$ cat config.mk
export PLATFORM = sky130hd
export DESIGN_NAME = keypad_matrix_scan_debounce_core
export DESIGN_NICKNAME = d
export VERILOG_FILES = /design/src/hdl/kmsd_pkg.sv /design/src/hdl/kmsd_step.sv /design/src/hdl/keypad_matrix_scan_debounce_core.sv
export SDC_FILE = /design/constraint.sdc
export NUM_CORES = 1
export LEC_CHECK = 0
export BUFFER_PORTS_ARGS = -buffer_cell sky130_fd_sc_hd__clkbuf_2
export CAP_MARGIN = 10
export CORE_UTILIZATION = 30
export CTS_CLUSTER_SIZE = 40
export DETAILED_ROUTE_END_ITERATION = 7
export HOLD_SLACK_MARGIN = 0.1
export PLACE_DENSITY_LB_ADDON = 0.05
export RECOVER_POWER = 25
export SETUP_SLACK_MARGIN = 0.05
export SLEW_MARGIN = 20
export SYNTH_ARGS = -nofsm -noshare
export SYNTH_HDL_FRONTEND = slang
export SYNTH_SLANG_ARGS = --single-unit
export TNS_END_PERCENT = 50
$ cat constraint.sdc
create_clock -name i_clk -period 5.9 [get_ports i_clk]
set_input_delay 0.59 -clock i_clk [delete_from_list [all_inputs] [get_ports i_clk]]
set_output_delay 0.59 -clock i_clk [all_outputs]
set_load 0.1 [all_outputs]
$ cat src/hdl/kmsd_pkg.sv
// ----------------------------------------------------------------------------
// kmsd_pkg
// Types, constants and the keymap of the keypad matrix scan/debounce core.
// ----------------------------------------------------------------------------
`default_nettype none

package kmsd_pkg;

    localparam int ROW_W      = 4;
    localparam int TICK_W     = 32;
    localparam int KEY_W      = 5;
    localparam int NCOL_W     = 3;
    localparam int DEB_W      = 8;
    localparam int CFG_IDX_W  = 2;
    localparam int CFG_DATA_W = 8;
    localparam int MAX_EVENTS = 4;
    localparam int EVT_CNT_W  = 3;
    localparam int EVT_IDX_W  = 2;
    localparam int MAP_SIZE   = 24;

    localparam logic [KEY_W-1:0] KEY_UNMAPPED = 5'd22;

    typedef enum logic [CFG_IDX_W-1:0] {
        CFG_DEBOUNCE = 2'd0,
        CFG_EVENTS   = 2'd1
    } t_cfg_idx;

    typedef struct packed {
        logic [ROW_W-1:0]  row_bits;
        logic [TICK_W-1:0] tick_now;
    } t_in;

    typedef struct packed {
        logic              event_valid;
        logic [KEY_W-1:0]  key_code;
        logic              pressed;
        logic [NCOL_W-1:0] next_column;
        logic              last;
    } t_out;

    typedef struct packed {
        logic [KEY_W-1:0] key_code;
        logic             pressed;
    } t_evt;

    typedef struct packed {
        logic [EVT_CNT_W-1:0]        num_evt;
        t_evt [MAX_EVENTS-1:0]       evt;
    } t_step_res;

    localparam logic [KEY_W-1:0] KEYMAP [MAP_SIZE] = '{
        5'd0,  5'd4,  5'd8,  5'd12,
        5'd1,  5'd5,  5'd9,  5'd13,
        5'd2,  5'd6,  5'd10, 5'd14,
        5'd3,  5'd7,  5'd11, 5'd15,
        5'd16, 5'd17, 5'd18, 5'd19,
        5'd20, 5'd21, 5'd22, 5'd22
    };

    // Position is col * rows + row; anything past the table is invalid.
    function automatic logic [KEY_W-1:0] key_at(input logic [7:0] pos);
        logic [KEY_W-1:0] k;
        if (pos >= 8'(MAP_SIZE)) begin
            k = KEY_UNMAPPED;
        end else begin
            k = KEYMAP[pos[4:0]];
        end
        return k;
    endfunction

endpackage

`default_nettype wire

$ cat src/hdl/kmsd_step.sv
// ----------------------------------------------------------------------------
// kmsd_step
// Row walk of one column read: debounce, status update and event list.
// ----------------------------------------------------------------------------
`default_nettype none

module kmsd_step #(
    parameter int NUM_ROWS = 4,
    parameter int NUM_COLS = 6,
    localparam int CW = (NUM_COLS > 1) ? $clog2(NUM_COLS) : 1
) (
    input  wire logic [CW-1:0]                   i_col,
    input  wire logic [NUM_ROWS-1:0]             i_status,
    input  wire logic [kmsd_pkg::KEY_W-1:0]      i_last_key,
    input  wire logic [kmsd_pkg::TICK_W-1:0]     i_last_time,
    input  wire kmsd_pkg::t_in                   i_item,
    input  wire logic [kmsd_pkg::DEB_W-1:0]      i_debounce,
    input  wire logic                            i_events_en,
    output logic [NUM_ROWS-1:0]                  o_status,
    output logic [kmsd_pkg::KEY_W-1:0]           o_last_key,
    output logic [kmsd_pkg::TICK_W-1:0]          o_last_time,
    output logic [CW-1:0]                        o_next_col,
    output kmsd_pkg::t_step_res                  o_res
);

    always_comb begin
        logic [7:0]                      rows8;
        logic [7:0]                      col8;
        logic [7:0]                      pos;
        logic [NUM_ROWS-1:0]             stat;
        logic [kmsd_pkg::KEY_W-1:0]      lk;
        logic [kmsd_pkg::KEY_W-1:0]      key;
        logic [kmsd_pkg::TICK_W-1:0]     lt;
        logic [kmsd_pkg::TICK_W-1:0]     diff;
        logic                            done_orig;
        logic                            done;
        logic                            acc;
        logic                            pin;
        kmsd_pkg::t_step_res             res;

        rows8 = {4'b0000, i_item.row_bits};
        col8  = 8'(i_col);
        stat  = i_status;
        lk    = i_last_key;
        lt    = i_last_time;
        acc   = 1'b0;
        res   = '0;
        pos   = '0;
        key   = '0;
        done  = 1'b0;
        pin   = 1'b0;
        diff  = i_item.tick_now - i_last_time;
        done_orig = !diff[kmsd_pkg::TICK_W-1] &&
                    (diff >= {{(kmsd_pkg::TICK_W-kmsd_pkg::DEB_W){1'b0}}, i_debounce});

        for (int r = 0; r < NUM_ROWS; r++) begin
            pin = rows8[r];
            if (stat[r] != pin) begin
                pos = 8'(col8 * 8'(NUM_ROWS)) + 8'(r);
                key = kmsd_pkg::key_at(pos);
                // after an earlier accept in this read the time difference is zero
                done = acc ? (i_debounce == '0) : done_orig;
                if (key != lk || done) begin
                    lk  = key;
                    lt  = i_item.tick_now;
                    acc = 1'b1;
                    if (i_events_en && res.num_evt < 3'(kmsd_pkg::MAX_EVENTS)) begin
                        res.evt[res.num_evt[kmsd_pkg::EVT_IDX_W-1:0]].key_code = key;
                        res.evt[res.num_evt[kmsd_pkg::EVT_IDX_W-1:0]].pressed  = pin;
                        res.num_evt = res.num_evt + 3'd1;
                    end
                    stat[r] = pin;
                end
            end
        end

        o_status    = stat;
        o_last_key  = lk;
        o_last_time = lt;
        o_res       = res;
        o_next_col  = (i_col == CW'(NUM_COLS - 1)) ? '0 : i_col + CW'(1);
    end

endmodule

`default_nettype wire

$ cat src/hdl/keypad_matrix_scan_debounce_core.sv
// ----------------------------------------------------------------------------
// keypad_matrix_scan_debounce_core
// Keypad matrix scanner with per-key debounce and up to four events per read.
// ----------------------------------------------------------------------------
// An item is registered at acceptance, then moves into the result buffer when
//   that is free and its first result is shown. Throughput: max(1, events) results
//   per item, at most four events; the input register takes the next item meanwhile;
//   the single result buffer gives one result per cycle unless stalled.
// Reset (synchronous, active low): column status, column, last key and last
//   change time cleared, registers back to debounce 4 and events off.
`default_nettype none

module keypad_matrix_scan_debounce_core #(
    parameter int NUM_ROWS = 4,
    parameter int NUM_COLS = 6
) (
    input  wire logic                              i_clk,
    input  wire logic                              i_rst_n,
    input  wire logic                              i_in_valid,
    output logic                                   o_in_stall,
    input  wire kmsd_pkg::t_in                     i_in,
    output logic                                   o_out_valid,
    input  wire logic                              i_out_stall,
    output kmsd_pkg::t_out                         o_out,
    input  wire logic                              i_cfg_we,
    input  wire logic [kmsd_pkg::CFG_IDX_W-1:0]    i_cfg_index,
    input  wire logic [kmsd_pkg::CFG_DATA_W-1:0]   i_cfg_data
);

    localparam int CW = (NUM_COLS > 1) ? $clog2(NUM_COLS) : 1;

    // configuration
    logic [kmsd_pkg::DEB_W-1:0] r_debounce;
    logic                       r_events_en;

    // scan state
    logic [NUM_ROWS-1:0]            r_status [NUM_COLS];
    logic [CW-1:0]                  r_col;
    logic [kmsd_pkg::KEY_W-1:0]     r_last_key;
    logic [kmsd_pkg::TICK_W-1:0]    r_last_time;

    // input register
    logic                           r_in_valid;
    kmsd_pkg::t_in                  r_in;

    // result buffer
    logic                                               r_buf_valid;
    kmsd_pkg::t_evt [kmsd_pkg::MAX_EVENTS-1:0]          r_evt;
    logic [kmsd_pkg::EVT_CNT_W-1:0]                     r_nevt;
    logic [kmsd_pkg::EVT_IDX_W-1:0]                     r_idx;
    logic [kmsd_pkg::NCOL_W-1:0]                        r_ncol;

    logic [CW-1:0]                  col_g;
    logic [NUM_ROWS-1:0]            n_status;
    logic [kmsd_pkg::KEY_W-1:0]     n_last_key;
    logic [kmsd_pkg::TICK_W-1:0]    n_last_time;
    logic [CW-1:0]                  n_col;
    kmsd_pkg::t_step_res            step_res;

    logic                           has_evt;
    logic [kmsd_pkg::EVT_IDX_W-1:0] last_idx;
    logic                           is_last;
    logic                           out_take;
    logic                           buf_free;
    logic                           load;
    logic                           in_take;

    assign col_g = (int'(r_col) >= NUM_COLS) ? '0 : r_col;

    kmsd_step #(
        .NUM_ROWS (NUM_ROWS),
        .NUM_COLS (NUM_COLS)
    ) u_step (
        .i_col       (col_g),
        .i_status    (r_status[col_g]),
        .i_last_key  (r_last_key),
        .i_last_time (r_last_time),
        .i_item      (r_in),
        .i_debounce  (r_debounce),
        .i_events_en (r_events_en),
        .o_status    (n_status),
        .o_last_key  (n_last_key),
        .o_last_time (n_last_time),
        .o_next_col  (n_col),
        .o_res       (step_res)
    );

    assign has_evt  = (r_nevt != '0);
    assign last_idx = has_evt ? kmsd_pkg::EVT_IDX_W'(r_nevt - 3'd1) : '0;
    assign is_last  = (r_idx == last_idx);
    assign out_take = r_buf_valid && !i_out_stall;
    assign buf_free = !r_buf_valid || (out_take && is_last);
    assign load     = r_in_valid && buf_free;
    assign in_take  = i_in_valid && !o_in_stall;

    assign o_in_stall  = r_in_valid && !buf_free;
    assign o_out_valid = r_buf_valid;

    always_comb begin
        o_out.event_valid = has_evt;
        o_out.key_code    = has_evt ? r_evt[r_idx].key_code : '0;
        o_out.pressed     = has_evt ? r_evt[r_idx].pressed : 1'b0;
        o_out.next_column = r_ncol;
        o_out.last        = is_last;
    end

    // configuration writes
    always_ff @(posedge i_clk) begin
        if (!i_rst_n) begin
            r_debounce  <= 8'd4;
            r_events_en <= 1'b0;
        end else if (i_cfg_we) begin
            unique case (i_cfg_index)
                kmsd_pkg::CFG_DEBOUNCE: r_debounce  <= i_cfg_data;
                kmsd_pkg::CFG_EVENTS:   r_events_en <= i_cfg_data[0];
                default: ;
            endcase
        end
    end

    // scan state, updated when an item moves into the result buffer
    always_ff @(posedge i_clk) begin
        if (!i_rst_n) begin
            for (int c = 0; c < NUM_COLS; c++) begin
                r_status[c] <= '0;
            end
            r_col       <= '0;
            r_last_key  <= '0;
            r_last_time <= '0;
        end else if (load) begin
            r_status[col_g] <= n_status;
            r_col           <= n_col;
            r_last_key      <= n_last_key;
            r_last_time     <= n_last_time;
        end
    end

    // pipeline control
    always_ff @(posedge i_clk) begin
        if (!i_rst_n) begin
            r_in_valid  <= 1'b0;
            r_buf_valid <= 1'b0;
            r_idx       <= '0;
        end else begin
            if (in_take) begin
                r_in_valid <= 1'b1;
            end else if (load) begin
                r_in_valid <= 1'b0;
            end
            if (load) begin
                r_buf_valid <= 1'b1;
                r_idx       <= '0;
            end else if (out_take) begin
                if (is_last) begin
                    r_buf_valid <= 1'b0;
                end else begin
                    r_idx <= r_idx + kmsd_pkg::EVT_IDX_W'(1);
                end
            end
        end
    end

    // payload
    always_ff @(posedge i_clk) begin
        if (in_take) begin
            r_in <= i_in;
        end
        if (load) begin
            r_evt  <= step_res.evt;
            r_nevt <= step_res.num_evt;
            r_ncol <= kmsd_pkg::NCOL_W'(n_col);
        end
    end

endmodule

`default_nettype wire

Word-level counts from Yosys, hierarchy flattened:

Memory sizes are Yosys's and may differ from the RTL's.
Index checks and enable logic that the tools add are counted.
W data, S select, Z words.

* memories kept: 5
* memory bits (read-only): 640
* input port bits: 51
* bits in registers: 119
* word-level logic and storage cells: 207
* bits in writable memories: 24

* bitwise logic cells: 6
* add/subtract/negate cells: 10
* muxes and demuxes: 101
* reduce and logical (&&, ||, !) cells: 34
* magnitude comparators: 20
* equal/unequal tests: 11

Memories
* (name not given): depth 32, bits a word 5, read ports 1, clocked after memory_dff 0, write ports 0, line kmsd_pkg.sv:66 `k = KEYMAP[pos[4:0]];`
* (name not given): depth 32, bits a word 5, read ports 1, clocked after memory_dff 0, write ports 0, line kmsd_pkg.sv:66
* (name not given): depth 32, bits a word 5, read ports 1, clocked after memory_dff 0, write ports 0, line kmsd_pkg.sv:66
* (name not given): depth 32, bits a word 5, read ports 1, clocked after memory_dff 0, write ports 0, line kmsd_pkg.sv:66
* r_status: depth 6, bits a word 4, read ports 1, clocked after memory_dff 0, write ports 6, line keypad_matrix_scan_debounce_core.sv:37 `logic [NUM_ROWS-1:0] r_status [NUM_COLS];`

Operator list (count)
* $mux W32: 8
* $mux W27: 9
* $bwmux W24: 6
* $mux W5: 25
* $demux W6 S2: 6
* $mux W6: 7
* $ge A32 B8 Y1: 1
* $mux W1: 32
* $sub A32 B32 Y32: 1
* $ge A6 B6 Y1 const B: 4
* $ge A8 B5 Y1 const B: 3
* $not A5 Y6: 4
* $ne A5 B5 Y1: 4
* $mux W3: 5
* $add A3 B1 Y3 const B: 4
* $add A5 B2 Y6 const B: 2
* $bmux W6 S2: 1
* $logic_and A1 B1 Y1: 12
* $lt A2 B3 Y1 const B: 4
* $lt A3 B3 Y1 const B: 3
* $logic_not A8 Y1: 1
* $reduce_and A2 Y1: 4
* $add A5 B1 Y6 const B: 1
* $ge A2 B1 Y1 const B: 3
* 18 further kinds: 32

Logic depth before layout (Yosys ltp):

Gate-level depths: netlist (run 1).

* word-level depth: 39
* gate-level depth with buffers: 28
* gate-level depth less buffers: 27

Hierarchy:

From an unflattened synthesis (run 1), not the netlist that was laid out.

* cells, all modules: 1048
* area total of the unflattened synthesis: 9875.7 um^2

Modules (own cells, without submodules)
* keypad_matrix_scan_debounce_core: sequential area each 3763.6 um^2, cells each 418, instances 1, area each 5606.6 um^2
* kmsd_step: sequential area each 0.0 um^2, cells each 630, instances 1, area each 4269.1 um^2

Worst setup path after synthesis (run 1):

Ideal clock, no wire load.

* kind: register to register
* start: register r_in[0] (netlist name)
* end: register r_evt[12] (netlist name), data pin
* data arrival time: 5.636 ns
* buffers on the path: 1
* path slack: 0.004 ns
* cell stages (with the launch flop): 29
* library setup time: 0.260 ns
* cells stage by stage: edfxtp_1 -> inv_1 -> ha_1 -> fa_1 -> nand2b_1 -> a21oi_1 -> nor2_1 -> xnor2_1 -> ha_1 -> a21o_1 -> a211oi_1 -> nand4_1 -> nor4_1 -> o21ai_0 -> nor4_1 -> nand4_1 -> nor3b_2 -> a21oi_1 -> and2_0 -> clkbuf_1 -> ha_1 -> mux2i_1 -> inv_1 -> ha_1 -> mux2i_1 -> inv_1 -> ha_1 -> nand3_1 -> mux2_2

RTL lines
* from (decl): line keypad_matrix_scan_debounce_core.sv:44 `kmsd_pkg::t_in r_in;`
* from (signal assigned): line keypad_matrix_scan_debounce_core.sv:166 `r_in <= i_in;`
* to (signal assigned): line keypad_matrix_scan_debounce_core.sv:169 `r_evt <= step_res.evt;`
* to (decl): line keypad_matrix_scan_debounce_core.sv:48 `kmsd_pkg::t_evt [kmsd_pkg::MAX_EVENTS-1:0] r_evt;`

==> flow_summary.yaml, run 1 <==
cts:
  clkLatencyLatePin_ns: 0.46
  clk_path_buf_depth: 2
  numCtsBuffers: 17
  root_buffer: "clkbuf_16"
  hold_buffers: 0
  clk_pin_slew_ns: 0.08
  cts-htree-levels: 4
  cts_tree: "built"
  cts.sinks: 151
floorplan:
  io_pins: 64
  core_area_um2: 32500
  num_rows: 66
  initial_core_util: 0.304
  die_w_um: 184
  die_area_um2: 33700
  die_y_um: 184
layout:
  final_common_cell: "edfxtp_1"
  drive_above_1_share: 0.214
  area_growth_syn_to_layout_pct: 22.2
  finalNetCount: 1261
  final_cell_mix: "edfxtp_1, a21oi_1, nor2_1"
  diodes: 0
power:
  seqPwrFrac: 0.355
  peakVddDrop_uv: 218
  cellLeakagePower_nw: 4.41
  pwr-share-comb: 0.311
  p_per_area_nw_per_um2: 284
  p_sw_mw: 1.27
  power.clock.fraction: 0.334
  switching_share: 0.368
  p_int_mw: 2.17
  total_power_mw: 3.44
route:
  drt_iter0_drc: 632
  top_layer_used: "met4"
  wl_met1_um: 14600
  wl_per_cell_um: 19.9
  firstDrtPassIters: 5
  met2_length_um: 16100
  dr_wl_met3_um: 865
  via_per_inst: 5.27
  routed_wl_um: 31900
  vias: 8471
  drcViolationCount: 0
  drtAntennaViolNets: 0
setup_path:
  slowest_stage: "edfxtp_1"
  criticalPathCategory: "register to register"
  cp-end-kind: "register"
  max_stage_delay_ns: 0.36
  cp.arrival_ns: 5.81
  cp_top_family: "simple AND/OR/NAND/NOR gates"
  required_ns: 6.11
  critical_path_buf_inv_count: 5
  cp_max_fo: 5
  cp_common_cell: "buf_4"
  crit_path_start_kind: "register"
timing:
  whs_ns: 0.308
  finalSetupViolCount: 0
  min_period_ns: 5.60
  fin_skew_ns: 0.0190
  final-hold-violation-count: 0
  rsz0062_at_grt: "true"
  clock.fmax_ghz: 0.179
  tightest_slew_ns: 2.44
  maxSlewHeadroom: -0.624
  maxSlewViolCount: 53
  min_period_over_period: 0.949
logic_synthesis:
  synth_area_per_cell_um2: 9.35
  ys_seq_elements: 151
  synth_fa_ha_area_frac: 0.0728
  synthSimpleGateAreaFrac: 0.162
  dominantRegCellSynth: "edfxtp_1"
  synth_edf_count: 98
  syn_inst: 1059
  synth-async-reset-ratio: 0
  synth_area_um2: 9900
  yosys.cell_types.count: 82
  synth-compound-area-share: 0.210
  syn-num-nets: 1167
  synthXorXnorAreaFrac: 0.0283
  seq_area_frac_synth: 0.404
  synth_top_family_by_area: "compound AO/OA/AOI/OAI gates"
  yosys_warnings: 0
  muxShareOfSynthArea: 0.0661
outcome:
  violations: "capacitance limit, slew limit"
  run_status: "finished with violations"
place:
  dp_hpwl_um: 22500
  port_buffers: 63
  gp_congestion: 0.867
global_route:
  grt_pass1_wl_um: 48800
  antenna_found_initial: 0
  grt_pass1_vias: 8440
  grt_usage: 0.192
  overflow: 0
  grt_max_degree: 69
worst_hold_path:
  hold_class: "primary input to register"
run:
  maxCapViolations: 2
-- cell families (layout without fill, tap and decap cells) --
family | after synthesis | after routing
compound gates | 315 | 316
xor+xnor | 32 | 32
fa+ha+maj | 57 | 57
buf+inv | 134 | 240
flops | 151 | 151
mux | 47 | 47
simple gates | 323 | 323
-- final cells by class --
class | instances | area [um2]
clock inverter | 15 | 199
fill | 3377 | 20400
clock buffer | 17 | 425
timing repair buffer | 139 | 987
multi-input combinational | 775 | 5670
sequential | 151 | 4000
inverter | 69 | 259
tap | 442 | 553
-- state kept, by name, summed over array words and instances, names as in the netlist --
| name | flops |
|---|---|
| r_in_valid | 1 |
| r_events_en | 1 |
| r_in | 36 |
| r_ncol | 3 |
| r_evt | 24 |
| o_out_valid | 1 |
| r_debounce | 8 |
| r_col | 3 |
| r_nevt | 3 |
| r_last_time | 32 |
| r_idx | 2 |
| r_status | 32 |
| r_last_key | 5 |
-- power groups by stage --
stage	Combinational [mW]	Sequential, mW	Clock (mW)
2_1_floorplan	0.631	1.24	0
3_3_place_gp	0.968	1.24	0
3_5_place_dp	0.960	1.24	0
4_1_cts	0.978	1.22	1.19
5_1_grt	1.17	1.23	1.23
6_report	1.07	1.22	1.15
-- routing by layer --
metal / up-vias / GRT usage
met3: 21 / 0.0303
met4: 0 / 0.0483
met5: - / 0
met1: 4196 / 0.244
met2: 130 / 0.336
li1: 4124 / -
-- worst reg2reg max path: cells and delay by family (launching register included) --
family,cells,cell delay [ns]
buffers and inverters,5,0.73
AO/OA/AOI/OAI,8,1.36
AND/OR/NAND/NOR,9,1.38
multiplexers,2,0.61
adder cells (fa/ha/maj),3,0.82
flip-flops,1,0.36
XOR/XNOR,1,0.12
-- final timing paths --
kind	from	end	slack, ns	cells after the start
worst max register to register	r_in[0]	r_evt[12]	0.30	28
worst min register to register	r_last_time[30]	r_last_time[30]	0.48	2
worst min-delay path	i_in[35]	r_in[35]	0.31	1
worst max-delay path	r_in[0]	r_evt[12]	0.30	28
-- timing repair --
| item | in CTS | in global routing |
|---|---|---|
| pin swaps | 6 | 30 |
| resized for setup | 19 | 42 |
| buffers inserted | 1 | 9 |
| setup endpoints to repair | 68 | 70 |
| gates cloned | 0 | 2 |
-- per-stage QoR --
step	std cells	utilization	instance area, um2	TNS (ns)	worst slack (ns)
finish	1608	0.372	12100	0	0.299
global route	1608	0.372	12100	-0.0577	-0.0287
CTS	1597	0.363	11800	0	0.0624
detailed placement	1564	0.340	11100	-7.94	-0.212
global placement	1564	0.340	11100	-0.208	-0.0447
floorplan	1059	-	9920	0	0.0518
-- cells in the mapped netlist (6+ instances only) --
cell type	instances	area [um2]
o21ai_0	33	165
clkbuf_1	45	169
o21ai_1	35	175
ha_1	56	701
nor3_1	27	135
mux4_2	14	315
o22ai_1	8	50.1
inv_1	67	251
a21o_1	14	105
nor2b_1	17	106
a21boi_0	6	45.0
and3_1	9	56.3
or3_1	9	56.3
nand2_1	73	274
nor4_1	11	68.8
nand4_1	12	75.1
xor2_1	11	96.3
edfxtp_1	98	2940
nor2_1	89	334
a211oi_1	11	82.6
nand2b_1	14	87.6
and2_1	10	62.6
nand3_1	26	130
dfxtp_1	53	1060
mux2i_1	26	260
o31ai_1	8	60.1
xnor2_1	21	184
o211ai_1	39	293
a21oi_1	96	480
buf_2	8	40.0
No activity file was read; power rests on OpenSTA's default activity.
==> run 2: changes to the inputs <==
--- a/config.mk
+++ b/config.mk
@@ -7,6 +7,7 @@
 export LEC_CHECK = 0
 export BUFFER_PORTS_ARGS = -buffer_cell sky130_fd_sc_hd__clkbuf_2
 export CAP_MARGIN = 10
+export CORE_ASPECT_RATIO = 0.8
 export CORE_UTILIZATION = 30
 export CTS_CLUSTER_SIZE = 40
 export DETAILED_ROUTE_END_ITERATION = 7
@@ -17,5 +18,6 @@
 export SLEW_MARGIN = 20
 export SYNTH_ARGS = -nofsm -noshare
 export SYNTH_HDL_FRONTEND = slang
+export SYNTH_HIERARCHICAL = 1
 export SYNTH_SLANG_ARGS = --single-unit
 export TNS_END_PERCENT = 50
==> run 2 against run 1 <==
  * The flow finishes with violations (setup timing)
  * Via count down 1.6%
  * Power down 1.5%
  * Register-to-register slack worse by 0.88 ns
  * Sequential share of layout area down 4.3 points
  * Non-clock buffer count up 125
  * Synthesized cell count down 1.0%
==> flow_summary.yaml, run 2 <==
logic_synthesis:
  syn_inst: 1048
  synth_area_per_cell_um2: 9.42
  synthSimpleGateAreaFrac: 0.170
  synth-async-reset-ratio: 0
  seq_area_frac_synth: 0.381
  synth-compound-area-share: 0.145
  synth_area_leaders: "edfxtp_1, dfxtp_1, mux2i_1"
  yosys_warnings: 6
  dominantRegCellSynth: "edfxtp_1"
  syn-num-nets: 1151
  muxShareOfSynthArea: 0.142
  yosysTopAreaCell: "edfxtp_1"
  ys_seq_elements: 143
  yosys.cell_types.count: 82
  synth_most_common_cell: "nand2_1"
  synth_top_family_by_area: "simple AND/OR/NAND/NOR gates"
  synth_edf_count: 90
  synth_fa_ha_area_frac: 0.0666
  synthXorXnorAreaFrac: 0.0364
  synth_top_area_share: 0.274
  synth_area_um2: 9880
  ys_top_cells_by_count: "nand2_1, edfxtp_1, nor2_1"
cts:
  cts_tree: "built"
  clk_path_buf_depth: 2
  clk_pin_slew_ns: 0.07
  cts.sinks: 143
  numCtsBuffers: 17
  hold_buffers: 0
  cts-htree-levels: 4
  root_buffer: "clkbuf_16"
  clkLatencyLatePin_ns: 0.44
place:
  dp_hpwl_um: 21500
  place_inst: 1662
  gp_congestion: 0.858
  port_buffers: 63
route:
  firstDrtPassIters: 5
  drt_iter0_drc: 358
  routed_wl_um: 29300
  wl_per_cell_um: 17.1
  via_per_inst: 4.86
  vias: 8333
  drtAntennaViolNets: 0
  drcViolationCount: 0
setup_path:
  criticalPathCategory: "register to register"
  required_ns: 6.21
  cp-end-kind: "register"
  cp.arrival_ns: 6.79
  cp_max_fo: 8
  slowest_stage: "or4b_4"
  crit_path_start_kind: "register"
  max_stage_delay_ns: 0.50
timing:
  min_period_over_period: 1.10
  fin_setup_tns_ns: -26.03
  fin_skew_ns: 0.0152
  final-hold-violation-count: 0
  clock.fmax_ghz: 0.154
  tightest_slew_ns: 1.00
  rsz0062_at_grt: "true"
  finalSetupViolCount: 67
  maxSlewHeadroom: 0.325
  maxSlewViolCount: 0
  min_period_ns: 6.48
  fin_ws_ns: -0.585
power:
  p_sw_mw: 1.16
  switching_share: 0.342
  power.clock.fraction: 0.310
  cellLeakagePower_nw: 5.27
  peakVddDrop_uv: 187
  p_int_mw: 2.23
  p_per_area_nw_per_um2: 259
  pwr-share-comb: 0.348
  seqPwrFrac: 0.342
layout:
  largest_reg_flops: 36
  final_cell_mix: "buf_4, nand2_1, edfxtp_1"
  drive_above_1_share: 0.329
  final_common_cell: "buf_4"
  top_regs: "r_in: 36 flops, r_last_time: 32 flops"
  final_cells: 1714
  area_growth_syn_to_layout_pct: 32.4
  num-fill-cells: 3334
  finalNetCount: 1377
  seq_area_um2: 3760
  multi_input_area_um2: 5990
  diodes: 0
  max_flop_register: "r_in"
floorplan:
  num_rows: 59
  die_y_um: 164
  io_pins: 64
  initial_core_util: 0.304
  die_area_um2: 33700
  die_w_um: 205
  core_area_um2: 32500
global_route:
  overflow: 0
  grt_max_degree: 65
  grt_pass1_wl_um: 46400
  grt_usage: 0.180
  grt_pass1_vias: 8225
  antenna_found_initial: 0
run:
  maxCapViolations: 0
outcome:
  violations: "setup timing"
  run_status: "finished with violations"
worst_hold_path:
  hold_class: "primary input to register"
==> run 2: repair_timing <==
action / CTS / global route
setup buffers: 15 / 4
endpoints found under the setup margin: 74 / 74
resized for setup: 48 / 36
cloned: 3 / 1
pin swaps: 11 / 21
==> run 2: stage by stage <==
| stage | util | power [mW] | area [um2] | worst slack [ns] | hold WS [ns] |
|---|---|---|---|---|---|
| floorplan | - | 1.81 | 10000 | -0.392 | 0.445 |
| global placement | 0.368 | 2.21 | 11900 | -0.749 | 0.458 |
| detailed placement | 0.368 | 2.20 | 11900 | -0.777 | 0.466 |
| CTS | 0.397 | 3.39 | 12900 | -0.661 | 0.292 |
| global route | 0.402 | 3.57 | 13100 | -0.908 | 0.296 |
| finish | 0.402 | 3.39 | 13100 | -0.585 | 0.322 |
==> run 2: routing by layer <==
| metal | wire (um) | track usage | up-vias |
|---|---|---|---|
| met5 | 0 | 0 | - |
| met1 | 16500 | 0.279 | 3953 |
| met4 | 261 | 0.0401 | 0 |
| li1 | - | - | 4243 |
| met2 | 11600 | 0.255 | 122 |
| met3 | 904 | 0.0298 | 15 |
==> run 2: logic make-up (layout without fill, tap and decap cells) <==
group | count (synthesis) | in the layout
flops | 143 | 143
mux | 122 | 122
simple gates | 352 | 352
xor+xnor | 41 | 41
compound gates | 210 | 210
fa+ha+maj | 52 | 52
buf+inv | 128 | 367
==> run 2: layout make-up <==
| cell class | count | share of cell area |
|---|---|---|
| multi-input combinational | 777 | 0.458 |
| inverter | 71 | 0.0206 |
| tap | 427 | 0.0409 |
| clock inverter | 15 | 0.00957 |
| timing repair buffer | 264 | 0.150 |
| clock buffer | 17 | 0.0325 |
| sequential | 143 | 0.288 |
==> run 2: critical path, delay by kind of cell (launching register included) <==
kind	cells	cell delay [ns]
compound gates	11	2.07
xor+xnor	1	0.13
fa+ha+maj	2	0.56
buf+inv	4	0.60
flops	1	0.45
mux	2	0.38
simple gates	9	2.15
==> run 2: power by group through the flow <==
stage / Sequential [mW] / Combinational (mW) / Clock [mW]
3_5_place_dp: 1.18 / 1.02 / 0
4_1_cts: 1.16 / 1.14 / 1.09
3_3_place_gp: 1.18 / 1.02 / 0
6_report: 1.16 / 1.18 / 1.05
2_1_floorplan: 1.18 / 0.636 / 0
5_1_grt: 1.17 / 1.28 / 1.12
==> run 2: path summary, 6_finish.rpt <==
| kind | from | cells past startpoint | slack, ns | endpoint |
|---|---|---|---|---|
| min | i_in[10] | 1 | 0.32 | r_in[10] |
| min reg2reg | r_last_time[27] | 2 | 0.48 | r_last_time[27] |
| max reg2reg | r_in[4] | 29 | -0.58 | r_last_time[10] |
| max | r_in[4] | 29 | -0.58 | r_last_time[10] |
==> run 3: changes to the inputs <==
--- a/config.mk
+++ b/config.mk
@@ -7,7 +7,7 @@
 export LEC_CHECK = 0
 export BUFFER_PORTS_ARGS = -buffer_cell sky130_fd_sc_hd__clkbuf_2
 export CAP_MARGIN = 10
-export CORE_ASPECT_RATIO = 0.8
+export CORE_ASPECT_RATIO = 0.75
 export CORE_UTILIZATION = 30
 export CTS_CLUSTER_SIZE = 40
 export DETAILED_ROUTE_END_ITERATION = 7
==> run 3 against run 2 <==
  * The run ends with capacitance limit, slew limit, setup timing left
  * Clock power barely moved
  * Hold slack got worse by 0.0081 ns
  * Clock skew fell by 0.0037 ns
  * Core utilization rose by 0.28 points
  * Final area rose by 0.38%
  * Largest power group is now sequential cells
==> flow_summary.yaml, run 3 (synthesized netlist as in run 2, its figures left out) <==
layout:
  final_cell_mix: "buf_4, nand2_1, edfxtp_1"
  top_regs: "r_in: 36 flops, r_last_time: 32 flops"
  num-fill-cells: 3293
  finalNetCount: 1377
  stdcell_area_um2: 13100
  max_flop_register: "r_in"
  largest_reg_flops: 36
  area_growth_syn_to_layout_pct: 32.9
  drive_above_1_share: 0.325
  final_cells: 1729
  final_common_cell: "buf_4"
  diodes: 0
power:
  p_per_area_nw_per_um2: 257
  cellLeakagePower_nw: 5.29
  total_power_mw: 3.37
  peakVddDrop_uv: 128
timing:
  final-hold-violation-count: 0
  finalSetupViolCount: 67
  min_period_ns: 6.60
  maxSlewViolCount: 9
  whs_ns: 0.314
  clock.fmax_ghz: 0.152
  maxSlewHeadroom: -0.205
  tightest_slew_ns: 1.80
  rsz0062_at_grt: "true"
  fin_skew_ns: 0.0115
  fin_ws_ns: -0.698
  min_period_over_period: 1.12
cts:
  numCtsBuffers: 17
  clk_pin_slew_ns: 0.07
  clkLatencyLatePin_ns: 0.45
  root_buffer: "clkbuf_16"
  clk_path_buf_depth: 2
  cts.sinks: 143
  cts_tree: "built"
  cts-htree-levels: 4
route:
  firstDrtPassIters: 7
  routed_wl_um: 29000
  drt_iter0_drc: 551
  via_per_inst: 4.84
  wl_per_cell_um: 16.8
  drcViolationCount: 0
  vias: 8375
  drtAntennaViolNets: 0
global_route:
  grt_max_degree: 54
  antenna_found_initial: 0
  grt_usage: 0.176
  grt_pass1_wl_um: 45700
  overflow: 0
  grt_pass1_vias: 8076
setup_path:
  required_ns: 6.21
  crit_path_start_kind: "register"
  cp_top_family: "simple AND/OR/NAND/NOR gates"
  critical_path_buf_inv_count: 4
  max_stage_delay_ns: 0.57
  cp_common_cell: "or4b_4"
  cp-end-kind: "register"
  slowest_stage: "or4b_4"
  cp.arrival_ns: 6.91
  criticalPathCategory: "register to register"
  cp_max_fo: 7
floorplan:
  die_y_um: 159
  initial_core_util: 0.305
  io_pins: 64
  core_area_um2: 32400
  num_rows: 57
  die_w_um: 212
  die_area_um2: 33700
place:
  dp_hpwl_um: 21600
  dpl_cell_area_um2: 12000
  gp_congestion: 0.891
  place_inst: 1683
  port_buffers: 63
outcome:
  violations: "capacitance limit, slew limit, setup timing"
  run_status: "finished with violations"
run:
  maxCapViolations: 1
worst_hold_path:
  hold_class: "primary input to register"
==> run 3: final timing paths <==
kind | start | to | slack, ns | cells after the start
setup / recovery | r_in[0] | r_last_time[3] | -0.70 | 29
hold / removal | i_in[11] | r_in[11] | 0.31 | 1
setup reg to reg | r_in[0] | r_last_time[3] | -0.70 | 29
hold reg to reg | r_last_time[28] | r_last_time[28] | 0.47 | 2
==> run 3: timing repair <==
action                                  CTS  global route
endpoints found under the setup margin   74            75
gates resized for setup                  26            70
hold buffers                              0             0
gates cloned                              2             0
setup buffers                            10             2
pin swaps                                15             5
==> run 3: metal layers <==
| metal | up-vias | GRT usage | part of all wire |
|---|---|---|---|
| li1 | 4258 | - | - |
| met1 | 3961 | 0.280 | 0.57 |
| met2 | 137 | 0.233 | 0.38 |
| met3 | 19 | 0.0381 | 0.039 |
| met4 | 0 | 0.0464 | 0.010 |
| met5 | - | 0 | 0 |
==> run 3: power breakdown <==
part	total, mW	switching (mW)	internal, mW	leakage (nW)
sequential	1.16	0.0404	1.12	1.31
combinational	1.15	0.606	0.546	3.70
clock	1.05	0.472	0.583	0.283
==> run 3: final cells by class <==
type | count | area, um2 | area share
multi-input cells | 777 | 6010 | 0.458
flip-flops and latches | 143 | 3760 | 0.287
repair buffers | 264 | 1960 | 0.149
well taps | 442 | 553 | 0.0421
clock buffers | 20 | 468 | 0.0357
inverters | 71 | 269 | 0.0205
clock inverters | 12 | 97.6 | 0.00744
==> run 3: worst reg2reg max path: cells and delay by family (launching register included) <==
kind | cells | cell delay, ns
flip-flops | 1 | 0.38
multiplexers | 2 | 0.41
buffers and inverters | 4 | 0.54
AND/OR/NAND/NOR | 9 | 2.28
AO/OA/AOI/OAI | 10 | 1.84
adder cells (fa/ha/maj) | 3 | 0.82
XOR/XNOR | 1 | 0.18
==> run 3: stage by stage <==
| stage | setup TNS (ns) | utilization | setup slack, ns |
|---|---|---|---|
| 3_5_place_dp | -45.24 | 0.371 | -0.816 |
| 3_3_place_gp | -39.33 | 0.371 | -0.719 |
| 4_1_cts | -32.62 | 0.396 | -0.643 |
| 6_report | -34.51 | 0.405 | -0.698 |
| 5_1_grt | -56.62 | 0.405 | -1.02 |
| 2_1_floorplan | -14.28 | - | -0.392 |
